`config.mk`:
```
export PLATFORM = sky130hd
export DESIGN_NAME = midi_held_note_tracker_with_panic_core
export DESIGN_NICKNAME = d
export VERILOG_FILES = /design/src/design/mhnt_pkg.sv /design/src/design/mhnt_ram.sv /design/src/design/mhnt_front.sv /design/src/design/mhnt_back.sv /design/src/design/midi_held_note_tracker_with_panic_core.sv
export VERILOG_INCLUDE_DIRS = /design/src /design/src/design
export SDC_FILE = /design/constraint.sdc
export NUM_CORES = 2
export LEC_CHECK = 0
export ABC_AREA = 1
export BUFFER_PORTS_ARGS = -buffer_cell sky130_fd_sc_hd__buf_2
export CELL_PAD_IN_SITES_DETAIL_PLACEMENT = 0
export CELL_PAD_IN_SITES_GLOBAL_PLACEMENT = 1
export CORE_MARGIN = 2
export CORE_UTILIZATION = 52
export CTS_CLUSTER_DIAMETER = 40
export CTS_CLUSTER_SIZE = 20
export DETAILED_ROUTE_END_ITERATION = 16
export GPL_TIMING_DRIVEN = 0
export PLACE_DENSITY = 0.77
export SYNTH_ARGS = -nofsm -noshare
export SYNTH_HDL_FRONTEND = slang
export SYNTH_SLANG_ARGS = --single-unit
```
`constraint.sdc`:
```
create_clock -name clk -period 8.7 [get_ports clk]
set_input_delay 0.87 -clock clk [delete_from_list [all_inputs] [get_ports clk]]
set_output_delay 0.87 -clock clk [all_outputs]
set_load 0.005 [all_outputs]
```
`src/design/midi_held_note_tracker_with_panic_core_assert.svh`:
```
// Assertion macros used by the held-note tracker back end.
`ifndef MIDI_HELD_NOTE_TRACKER_WITH_PANIC_CORE_ASSERT_SVH
`define MIDI_HELD_NOTE_TRACKER_WITH_PANIC_CORE_ASSERT_SVH

`ifndef ASSERT_OFF
// Property that must hold at every clock edge outside reset.
`define MHNT_ASSERT_PROP(label, clk, rst, prop, msg) \
  label: assert property (@(posedge clk) disable iff (rst) prop) else $error(msg);
// Condition that must never be true outside reset.
`define MHNT_ASSERT_NEVER(label, clk, rst, cond, msg) \
  label: assert property (@(posedge clk) disable iff (rst) !(cond)) else $error(msg);
`else
`define MHNT_ASSERT_PROP(label, clk, rst, prop, msg)
`define MHNT_ASSERT_NEVER(label, clk, rst, cond, msg)
`endif

`endif

```
`src/design/mhnt_pkg.sv`:
```
package mhnt_pkg;

  localparam int HELD_LIMIT = 32;
  localparam int COUNT_W    = 6;
  localparam int NOTES      = 128;
  localparam int CHANNELS   = 16;
  localparam int NOTE_W     = 7;
  localparam int CH_W       = 4;
  localparam int POS_W      = NOTE_W + CH_W;

  localparam logic       OP_EVENT         = 1'b0;
  localparam logic       OP_FLUSH         = 1'b1;
  localparam logic [3:0] MSG_NOTE_OFF     = 4'h8;
  localparam logic [3:0] MSG_NOTE_ON      = 4'h9;
  localparam logic [3:0] MSG_CTRL         = 4'hB;
  localparam logic [NOTE_W-1:0] CC_ALL_NOTES_OFF = 7'd123;

  typedef enum logic [1:0] {
    UPD_NONE,
    UPD_SET,
    UPD_CLEAR
  } upd_kind_t;

  // One classified command, as handed from the front end to the back end.
  typedef struct packed {
    logic              do_flush;
    logic              zero_offset;
    logic              pass;
    upd_kind_t         upd;
    logic [CH_W-1:0]   ch;
    logic [NOTE_W-1:0] note;
    logic [7:0]        status;
    logic [7:0]        data_one;
    logic [7:0]        data_two;
    logic [15:0]       frame_offset;
  } cmd_t;

  typedef struct packed {
    logic [7:0]  status;
    logic [7:0]  data_one;
    logic [7:0]  data_two;
    logic [15:0] frame_offset;
    logic        generated;
    logic        untracked;
    logic        last;
  } result_t;

  // Command channel between front and back.
  typedef struct packed {
    logic empty;
    cmd_t head;
  } cmd_chan_t;

endpackage

```
`src/design/mhnt_ram.sv`:
```
module mhnt_ram #(
  parameter int WIDTH = 16,
  parameter int DEPTH = 128
) (
  input  logic                     clk,
  input  logic                     we,
  input  logic [$clog2(DEPTH)-1:0] waddr,
  input  logic [WIDTH-1:0]         wdata,
  input  logic                     re,
  input  logic [$clog2(DEPTH)-1:0] raddr,
  output logic [WIDTH-1:0]         rdata
);

  logic [WIDTH-1:0] mem [DEPTH];

  always_ff @(posedge clk) begin
    if (we) begin
      mem[waddr] <= wdata;
    end
    if (re) begin
      rdata <= mem[raddr];
    end
  end

endmodule

```
`src/design/mhnt_front.sv`:
```
module mhnt_front (
  input  logic              clk,
  input  logic              rst,
  input  logic              push,
  output logic              full,
  input  logic              opcode,
  input  logic [7:0]        status_byte,
  input  logic [7:0]        data_one,
  input  logic [7:0]        data_two,
  input  logic [15:0]       frame_offset,
  input  logic              cfg_write,
  input  logic              cfg_data,
  output mhnt_pkg::cmd_chan_t cmd_chan,
  input  logic              cmd_pop
);
  import mhnt_pkg::*;

  logic       power_on;
  cmd_t       cmd_q [2];
  logic       wp;
  logic       rp;
  logic [1:0] cnt;
  cmd_t       cmd_in;
  logic       do_push;
  logic       do_pop;
  logic [3:0] msg_type;

  assign full     = (cnt == 2'd2);
  assign do_push  = push && !full;
  assign do_pop   = cmd_pop && (cnt != 2'd0);
  assign msg_type = status_byte[7:4];

  // Classify the item: flush request, panic, and which map update it implies.
  always_comb begin
    cmd_in              = '0;
    cmd_in.ch           = status_byte[3:0];
    cmd_in.note         = data_one[NOTE_W-1:0];
    cmd_in.status       = status_byte;
    cmd_in.data_one     = data_one;
    cmd_in.data_two     = data_two;
    cmd_in.frame_offset = frame_offset;
    cmd_in.upd          = UPD_NONE;
    if (opcode == OP_FLUSH) begin
      cmd_in.do_flush    = 1'b1;
      cmd_in.zero_offset = 1'b1;
      cmd_in.pass        = 1'b0;
    end else begin
      cmd_in.pass     = 1'b1;
      cmd_in.do_flush = power_on && (msg_type == MSG_CTRL) &&
                        (data_one[NOTE_W-1:0] == CC_ALL_NOTES_OFF);
      if ((msg_type == MSG_NOTE_ON) && (data_two[6:0] != 7'd0)) begin
        cmd_in.upd = UPD_SET;
      end else if ((msg_type == MSG_NOTE_OFF) || (msg_type == MSG_NOTE_ON)) begin
        cmd_in.upd = UPD_CLEAR;
      end
    end
  end

  always_ff @(posedge clk) begin
    if (rst) begin
      power_on <= 1'b1;
      wp       <= 1'b0;
      rp       <= 1'b0;
      cnt      <= 2'd0;
    end else begin
      if (cfg_write) begin
        power_on <= cfg_data;
      end
      if (do_push) begin
        wp <= ~wp;
      end
      if (do_pop) begin
        rp <= ~rp;
      end
      case ({do_push, do_pop})
        2'b10:   cnt <= cnt + 2'd1;
        2'b01:   cnt <= cnt - 2'd1;
        default: cnt <= cnt;
      endcase
    end
  end

  always_ff @(posedge clk) begin
    if (do_push) begin
      cmd_q[wp] <= cmd_in;
    end
  end

  assign cmd_chan.empty = (cnt == 2'd0);
  assign cmd_chan.head  = cmd_q[rp];

endmodule

```
`src/design/mhnt_back.sv`:
```
`include "midi_held_note_tracker_with_panic_core_assert.svh"

module mhnt_back (
  input  logic                clk,
  input  logic                rst,
  input  mhnt_pkg::cmd_chan_t cmd_chan,
  output logic                cmd_pop,
  output logic                empty,
  input  logic                pop,
  output mhnt_pkg::result_t   result
);
  import mhnt_pkg::*;

  typedef enum logic [3:0] {
    ST_IDLE   = 4'b0001,
    ST_FL_CHK = 4'b0010,
    ST_UPD_RD = 4'b0100,
    ST_UPD_WR = 4'b1000
  } state_t;

  state_t              state, state_next;
  cmd_t                cur, cur_next;
  logic [POS_W-1:0]    pos, pos_next;
  logic [COUNT_W-1:0]  emitted, emitted_next;
  logic [COUNT_W-1:0]  held_count, held_count_next;
  logic [NOTES-1:0]    row_valid;
  logic                rvalid_q;

  logic                ram_we;
  logic [NOTE_W-1:0]   ram_waddr;
  logic [CHANNELS-1:0] ram_wdata;
  logic                ram_re;
  logic [NOTE_W-1:0]   ram_raddr;
  logic [CHANNELS-1:0] ram_rdata;

  logic [CHANNELS-1:0] row;
  logic [CHANNELS-1:0] mask;
  logic [COUNT_W-1:0]  emitted_inc;
  logic                flush_done;

  result_t             oq [2];
  logic                oq_wp;
  logic                oq_rp;
  logic [1:0]          oq_cnt;
  logic                oq_full;
  logic                out_push;
  result_t             out_item;
  logic                out_pop;

  mhnt_ram #(
    .WIDTH(CHANNELS),
    .DEPTH(NOTES)
  ) u_map (
    .clk  (clk),
    .we   (ram_we),
    .waddr(ram_waddr),
    .wdata(ram_wdata),
    .re   (ram_re),
    .raddr(ram_raddr),
    .rdata(ram_rdata)
  );

  // A row never written since the last clear reads as empty.
  assign row         = rvalid_q ? ram_rdata : '0;
  assign mask        = {{(CHANNELS-1){1'b0}}, 1'b1} << cur.ch;
  assign emitted_inc = emitted + COUNT_W'(1);
  assign oq_full     = (oq_cnt == 2'd2);
  assign out_pop     = pop && (oq_cnt != 2'd0);

  always_comb begin
    state_next      = state;
    cur_next        = cur;
    pos_next        = pos;
    emitted_next    = emitted;
    held_count_next = held_count;
    cmd_pop         = 1'b0;
    ram_we          = 1'b0;
    ram_waddr       = cur.note;
    ram_wdata       = row;
    ram_re          = 1'b0;
    ram_raddr       = pos[NOTE_W-1:0];
    out_push        = 1'b0;
    out_item        = '0;
    flush_done      = 1'b0;
    case (state)
      ST_IDLE: begin
        if (!cmd_chan.empty) begin
          cmd_pop  = 1'b1;
          cur_next = cmd_chan.head;
          if (cmd_chan.head.do_flush && (held_count != '0)) begin
            pos_next     = '0;
            emitted_next = '0;
            ram_re       = 1'b1;
            ram_raddr    = '0;
            state_next   = ST_FL_CHK;
          end else if (cmd_chan.head.pass) begin
            ram_re     = 1'b1;
            ram_raddr  = cmd_chan.head.note;
            state_next = ST_UPD_WR;
          end
        end
      end
      ST_FL_CHK: begin
        // Data for position pos is on the read port; channel is the high part.
        if (row[pos[POS_W-1:NOTE_W]]) begin
          if (!oq_full) begin
            out_push              = 1'b1;
            out_item.status       = {MSG_NOTE_OFF, pos[POS_W-1:NOTE_W]};
            out_item.data_one     = {1'b0, pos[NOTE_W-1:0]};
            out_item.data_two     = 8'd0;
            out_item.frame_offset = cur.zero_offset ? 16'd0 : cur.frame_offset;
            out_item.generated    = 1'b1;
            out_item.untracked    = 1'b0;
            emitted_next          = emitted_inc;
            if (emitted_inc == held_count) begin
              out_item.last = !cur.pass;
              flush_done    = 1'b1;
              held_count_next = '0;
              state_next    = cur.pass ? ST_UPD_RD : ST_IDLE;
            end else begin
              pos_next  = pos + POS_W'(1);
              ram_re    = 1'b1;
              ram_raddr = pos_next[NOTE_W-1:0];
            end
          end
        end else begin
          pos_next  = pos + POS_W'(1);
          ram_re    = 1'b1;
          ram_raddr = pos_next[NOTE_W-1:0];
        end
      end
      ST_UPD_RD: begin
        ram_re     = 1'b1;
        ram_raddr  = cur.note;
        state_next = ST_UPD_WR;
      end
      ST_UPD_WR: begin
        if (!oq_full) begin
          out_push              = 1'b1;
          out_item.status       = cur.status;
          out_item.data_one     = cur.data_one;
          out_item.data_two     = cur.data_two;
          out_item.frame_offset = cur.frame_offset;
          out_item.generated    = 1'b0;
          out_item.last         = 1'b1;
          case (cur.upd)
            UPD_SET: begin
              if ((row & mask) == '0) begin
                if (held_count < COUNT_W'(HELD_LIMIT)) begin
                  ram_we          = 1'b1;
                  ram_wdata       = row | mask;
                  held_count_next = held_count + COUNT_W'(1);
                end else begin
                  out_item.untracked = 1'b1;
                end
              end
            end
            UPD_CLEAR: begin
              if ((row & mask) != '0) begin
                ram_we    = 1'b1;
                ram_wdata = row & ~mask;
                if (held_count != '0) begin
                  held_count_next = held_count - COUNT_W'(1);
                end
              end
            end
            default: begin
            end
          endcase
          state_next = ST_IDLE;
        end
      end
      default: begin
        state_next = ST_IDLE;
      end
    endcase
  end

  always_ff @(posedge clk) begin
    if (rst) begin
      state      <= ST_IDLE;
      held_count <= '0;
      row_valid  <= '0;
      rvalid_q   <= 1'b0;
      oq_wp      <= 1'b0;
      oq_rp      <= 1'b0;
      oq_cnt     <= 2'd0;
    end else begin
      state      <= state_next;
      held_count <= held_count_next;
      if (ram_re) begin
        rvalid_q <= row_valid[ram_raddr];
      end
      if (flush_done) begin
        row_valid <= '0;
      end else if (ram_we) begin
        row_valid[ram_waddr] <= 1'b1;
      end
      if (out_push) begin
        oq_wp <= ~oq_wp;
      end
      if (out_pop) begin
        oq_rp <= ~oq_rp;
      end
      case ({out_push, out_pop})
        2'b10:   oq_cnt <= oq_cnt + 2'd1;
        2'b01:   oq_cnt <= oq_cnt - 2'd1;
        default: oq_cnt <= oq_cnt;
      endcase
    end
  end

  always_ff @(posedge clk) begin
    cur     <= cur_next;
    pos     <= pos_next;
    emitted <= emitted_next;
    if (out_push) begin
      oq[oq_wp] <= out_item;
    end
  end

  assign empty  = (oq_cnt == 2'd0);
  assign result = oq[oq_rp];

  `MHNT_ASSERT_NEVER(a_count_cap, clk, rst, held_count > COUNT_W'(HELD_LIMIT), "held count above limit")
  `MHNT_ASSERT_PROP(a_push_room, clk, rst, out_push |-> !oq_full, "result pushed into full queue")
  `MHNT_ASSERT_PROP(a_flush_clear, clk, rst, flush_done |=> (held_count == '0) && (row_valid == '0), "flush left notes held")
  `MHNT_ASSERT_PROP(a_cmd_pop, clk, rst, cmd_pop |-> !cmd_chan.empty && (state == ST_IDLE), "command taken out of turn")

endmodule

```
`src/design/midi_held_note_tracker_with_panic_core.sv`:
```
// Held-note tracker with all-notes-off panic. Every MIDI event pushed in comes
// back out unchanged as the last result of that item; note-on with nonzero
// velocity marks a note held (at most HELD_LIMIT notes at once, further new
// notes are flagged untracked), note-off or zero-velocity note-on releases it.
// A transport flush (opcode 1) or controller 123 while power_on is set first
// emits a velocity-0 note-off for every held note, channel-major then by note,
// and empties the map; a flush with nothing held produces no result. Both
// sides are queues: push/full in, empty/pop out, and power_on is written by
// cfg_write/cfg_data (reset value 1). An ordinary event passes through the
// command queue, the map read and update and the result queue; the back
// end takes no new event until the current one has queued its result. A
// panic scans the bitmap in channel-then-note order, one position per cycle
// but waiting at a held note while the result queue is full, stopping at
// the last held note; each position reads one 16-channel RAM row. Reset is
// immediate: per-row valid bits clear the map, with no clearing pass.
module midi_held_note_tracker_with_panic_core (
  input  logic        clk,
  input  logic        rst,
  input  logic        push,
  output logic        full,
  input  logic        opcode,
  input  logic [7:0]  status_byte,
  input  logic [7:0]  data_one,
  input  logic [7:0]  data_two,
  input  logic [15:0] frame_offset,
  input  logic        cfg_write,
  input  logic        cfg_data,
  output logic        empty,
  input  logic        pop,
  output logic [7:0]  out_status,
  output logic [7:0]  out_data_one,
  output logic [7:0]  out_data_two,
  output logic [15:0] out_frame_offset,
  output logic        generated,
  output logic        untracked,
  output logic        last
);
  import mhnt_pkg::*;

  cmd_chan_t cmd_chan;
  logic      cmd_pop;
  result_t   result;

  // Front end: classify each transfer and hold it in the command queue.
  mhnt_front u_front (
    .clk         (clk),
    .rst         (rst),
    .push        (push),
    .full        (full),
    .opcode      (opcode),
    .status_byte (status_byte),
    .data_one    (data_one),
    .data_two    (data_two),
    .frame_offset(frame_offset),
    .cfg_write   (cfg_write),
    .cfg_data    (cfg_data),
    .cmd_chan    (cmd_chan),
    .cmd_pop     (cmd_pop)
  );

  // Back end: update the note map, walk it on a panic, queue the results.
  mhnt_back u_back (
    .clk     (clk),
    .rst     (rst),
    .cmd_chan(cmd_chan),
    .cmd_pop (cmd_pop),
    .empty   (empty),
    .pop     (pop),
    .result  (result)
  );

  assign out_status       = result.status;
  assign out_data_one     = result.data_one;
  assign out_data_two     = result.data_two;
  assign out_frame_offset = result.frame_offset;
  assign generated        = result.generated;
  assign untracked        = result.untracked;
  assign last             = result.last;

endmodule

```
==> impl_metrics.py <==
metrics = {
    "status": {
        "status": "finished, violations left",
        "violations": "capacitance limit, slew limit",
    },
    "routing": {
        "postRouteAntennaNets": 0,
        "vias_per_cell": 6.54,
        "wl_um": 379000,
        "drcViolationCount": 0,
        "wl_per_cell_um": 32.6,
        "first_pass_iters": 7,
        "vias": 76000,
        "initialDrtViolationCount": 13300,
    },
    "clock_tree": {
        "cts_resized": 0,
        "cts_made_buffers": 345,
        "clock_tree.root_cell": "clkbuf_16",
        "cts.sinks": 2451,
        "clk_pin_slew_worst_paths_ns": 0.06,
        "cts_tree": "built",
        "post_cts_buffers": 0,
        "cts_buffer_depth": 4,
        "clock_latency_ns": 0.98,
        "htreeDepth": 5,
        "cts_hold_buf": 0,
    },
    "yosys": {
        "syn_area_per_cell_um2": 12.2,
        "ys_seq_area_share_pct": 72.3,
        "synth_top_area_cell": "edfxtp_1",
        "synth.most_common_cell": "edfxtp_1",
        "synth_edf_count": 2301,
        "yosysWarnings": 0,
        "ys_top_cells_by_area": "edfxtp_1 (69%), a21oi_1 (5.0%), nand3_1 (4.4%), o21ai_0 (3.9%), nand2_1 (3.3%)",
        "synth-main-ff-cell": "edfxtp_1",
        "synthesis.area_um2": 99700,
        "synth_cells": 8197,
        "synth_commonest_cells": "edfxtp_1 (2301), a21oi_1 (998), nand2_1 (886)",
        "syn-num-nets": 8255,
        "async_flop_share_pct": 0,
        "synth_top_area_share_pct": 69.3,
        "ys_ff_latch": 2451,
        "synth_cell_types": 48,
    },
    "timing": {
        "maxSlewHeadroom_pct": -10.9,
        "rsz0062_at_grt": "no",
        "min_period_ns": 6.30,
        "hold_violations": 0,
        "min_period_over_period_pct": 72.4,
        "fmax_mhz": 159,
        "worst_pin_slew_ns": 1.66,
        "skew_ns": 0.0490,
        "maxSlewViolCount": 105,
        "final.setup.tns_ns": 0,
        "finalSetupViolCount": 0,
    },
    "worst_hold_path": {
        "hold_path_end": "u_front.cmd_q[0][4]",
        "whs_path_depth": 1,
        "hold_path.class": "in -> reg",
        "min_from": "frame_offset[4]",
    },
    "global_route": {
        "grtUsageMet1_pct": 53.2,
        "grt_util_met3_pct": 12.7,
        "use_met2_pct": 53.4,
        "grt_max_degree": 89,
        "grt_pass1_vias": 69500,
        "antenna_found_initial": 29,
        "grt.busiest_layer": "met2",
        "grt_use_total_pct": 37.9,
        "grt_first_pass_wirelength_um": 522000,
        "overflow": 0,
    },
    "floorplan": {
        "start_util_pct": 52.3,
        "die_h_um": 442,
        "die_w_um": 442,
        "die-area_um2": 195000,
        "core_um2": 190000,
        "num_rows": 160,
        "num_io_pins": 92,
    },
    "placement": {
        "dp_hpwl_um": 266000,
        "io_buffers": 91,
        "placed_cells": 11000,
        "place.gp.congestion": 1.11,
        "place_area_um2": 108000,
    },
    "critical_path": {
        "cp_data_arrival_time_ns": 7.07,
        "reg2reg_to": "u_back.u_map.rdata[12]",
        "start_kind": "flip-flop",
        "path_class": "reg -> reg",
        "rr_startpoint": "u_back.emitted[0]",
        "crit_fanout": 11,
        "r2r_slack_ns": 2.40,
        "cp-end-kind": "flip-flop",
        "r2r.worst_path.cells": 24,
        "required_ns": 9.47,
    },
    "layout": {
        "num-fill-cells": 14600,
        "drive_above_1_share_pct": 14.3,
        "nNetsFinal": 8890,
        "fin_cells": 11600,
        "regArea_um2": 72100,
        "final_cell_area_um2": 119000,
        "area_growth_pct": 19.7,
        "multi_input_area_um2": 24700,
    },
    "job": {
        "cap_violations": 10,
    },
}
## flip-flops by register name (all words and copies together), names as in the netlist, named ones only
name,count
u_back.pos,11
u_back.row_valid,128
u_back.held_count,6
u_back.oq_wp,1
u_front.cmd_q,90
u_back.emitted,6
u_back.oq_cnt,2
u_back.u_map.rdata,16
u_front.rp,1
u_front.power_on,1
u_back.state,4
u_back.cur,44
u_back.oq,86
u_back.rvalid_q,1
u_back.u_map.mem,2048
u_back.oq_rp,1
u_front.wp,1
u_front.cnt,2
## critical path: stages, from the launching register on
cell and delay [ns]:
edfxtp_1 0.45, ha_1 0.34, inv_1 0.05, nand2_1 0.05, nand2_1 0.05, nor2_1 0.11
nand3_1 0.08, nor2_1 0.12, nand3_2 0.18, nand2_2 0.17, nand2_4 0.11, nand2_1 0.08
nand2_1 0.07, o21bai_2 0.77, buf_4 0.41, buf_4 0.46, buf_2 0.32, o21ai_0 0.12
o22ai_1 0.23, nand2_1 0.37, nand3_1 0.20, nand3_1 0.22, nand3_1 0.21, nand3_1 0.57
nand2_1 0.34
## cell usage in the layout (no fill, tap or decap), drive strengths merged, types with 12 or more instances in the layout
master    instances
mux2             43
dfxtp           150
o22ai           509
clkbuf          740
bufinv           25
inv             244
edfxtp         2301
buf             574
nand3           877
diode            12
nand2           890
clkinv           96
nor2            547
clkinvlp         32
a21oi           998
o21ai           991
nor3             29
## worst max-delay path by stage
stage / startpoint / end / slack, ns / cells past startpoint
floorplan: u_back.cur[35] / u_back.u_map.mem[0][8] / 0.87 / 14
global placement: u_back.cur[35] / u_back.u_map.mem[53][3] / -10.93 / 14
detailed placement: u_back.emitted[0] / u_back.u_map.rdata[4] / 3.13 / 20
CTS: u_back.emitted[0] / u_back.u_map.rdata[4] / 3.07 / 20
global route: u_back.emitted[0] / u_back.u_map.rdata[11] / 2.43 / 24
finish: u_back.emitted[0] / u_back.u_map.rdata[12] / 2.40 / 24
## final cells by class
| class | instances | share of cell area (%) |
|---|---|---|
| well taps | 2511 | 2.63 |
| clock buffers | 376 | 7.48 |
| repair buffers | 288 | 3.76 |
| inverters | 158 | 0.501 |
| diodes | 12 | 0.0252 |
| plain buffers | 650 | 2.40 |
| multi-input cells | 4938 | 20.7 |
| clock inverters | 239 | 2.10 |
| flip-flops and latches | 2451 | 60.4 |
## stage by stage
step	utilization, %	hold slack (ns)	worst slack (ns)
5_1_grt	62.7	0.0746	2.43
3_5_place_dp	56.6	0.446	3.13
4_1_cts	62.7	0.0525	3.07
3_3_place_gp	54.2	0.437	-10.93
2_1_floorplan	-	0.426	0.867
6_report	62.7	0.0980	2.40
## per-layer routing
metal  part of all wire, %  wire length [µm]  up-vias
met5                  0.13               497        -
met4                   5.3             20000       20
met3                    15             55600      938
met2                    42            159000     5577
met1                    38            144000    37400
li1                      -                 -    32000
## cell families after synthesis
| family | after synthesis | synth area share, % |
|---|---|---|
| AOI/OAI and AO/OA | 2525 | 13.4 |
| DFF | 2451 | 72.3 |
| and+or+nand+nor | 2355 | 10.1 |
| buffers and inverters | 808 | 3.46 |
| muxes | 43 | 0.486 |
| adders and majority gates | 11 | 0.146 |
| xor gates and xnor gates | 4 | 0.0352 |
Power is not shown: default switching activity piles up to over one toggle a cycle in this logic, so the estimate is an artifact.
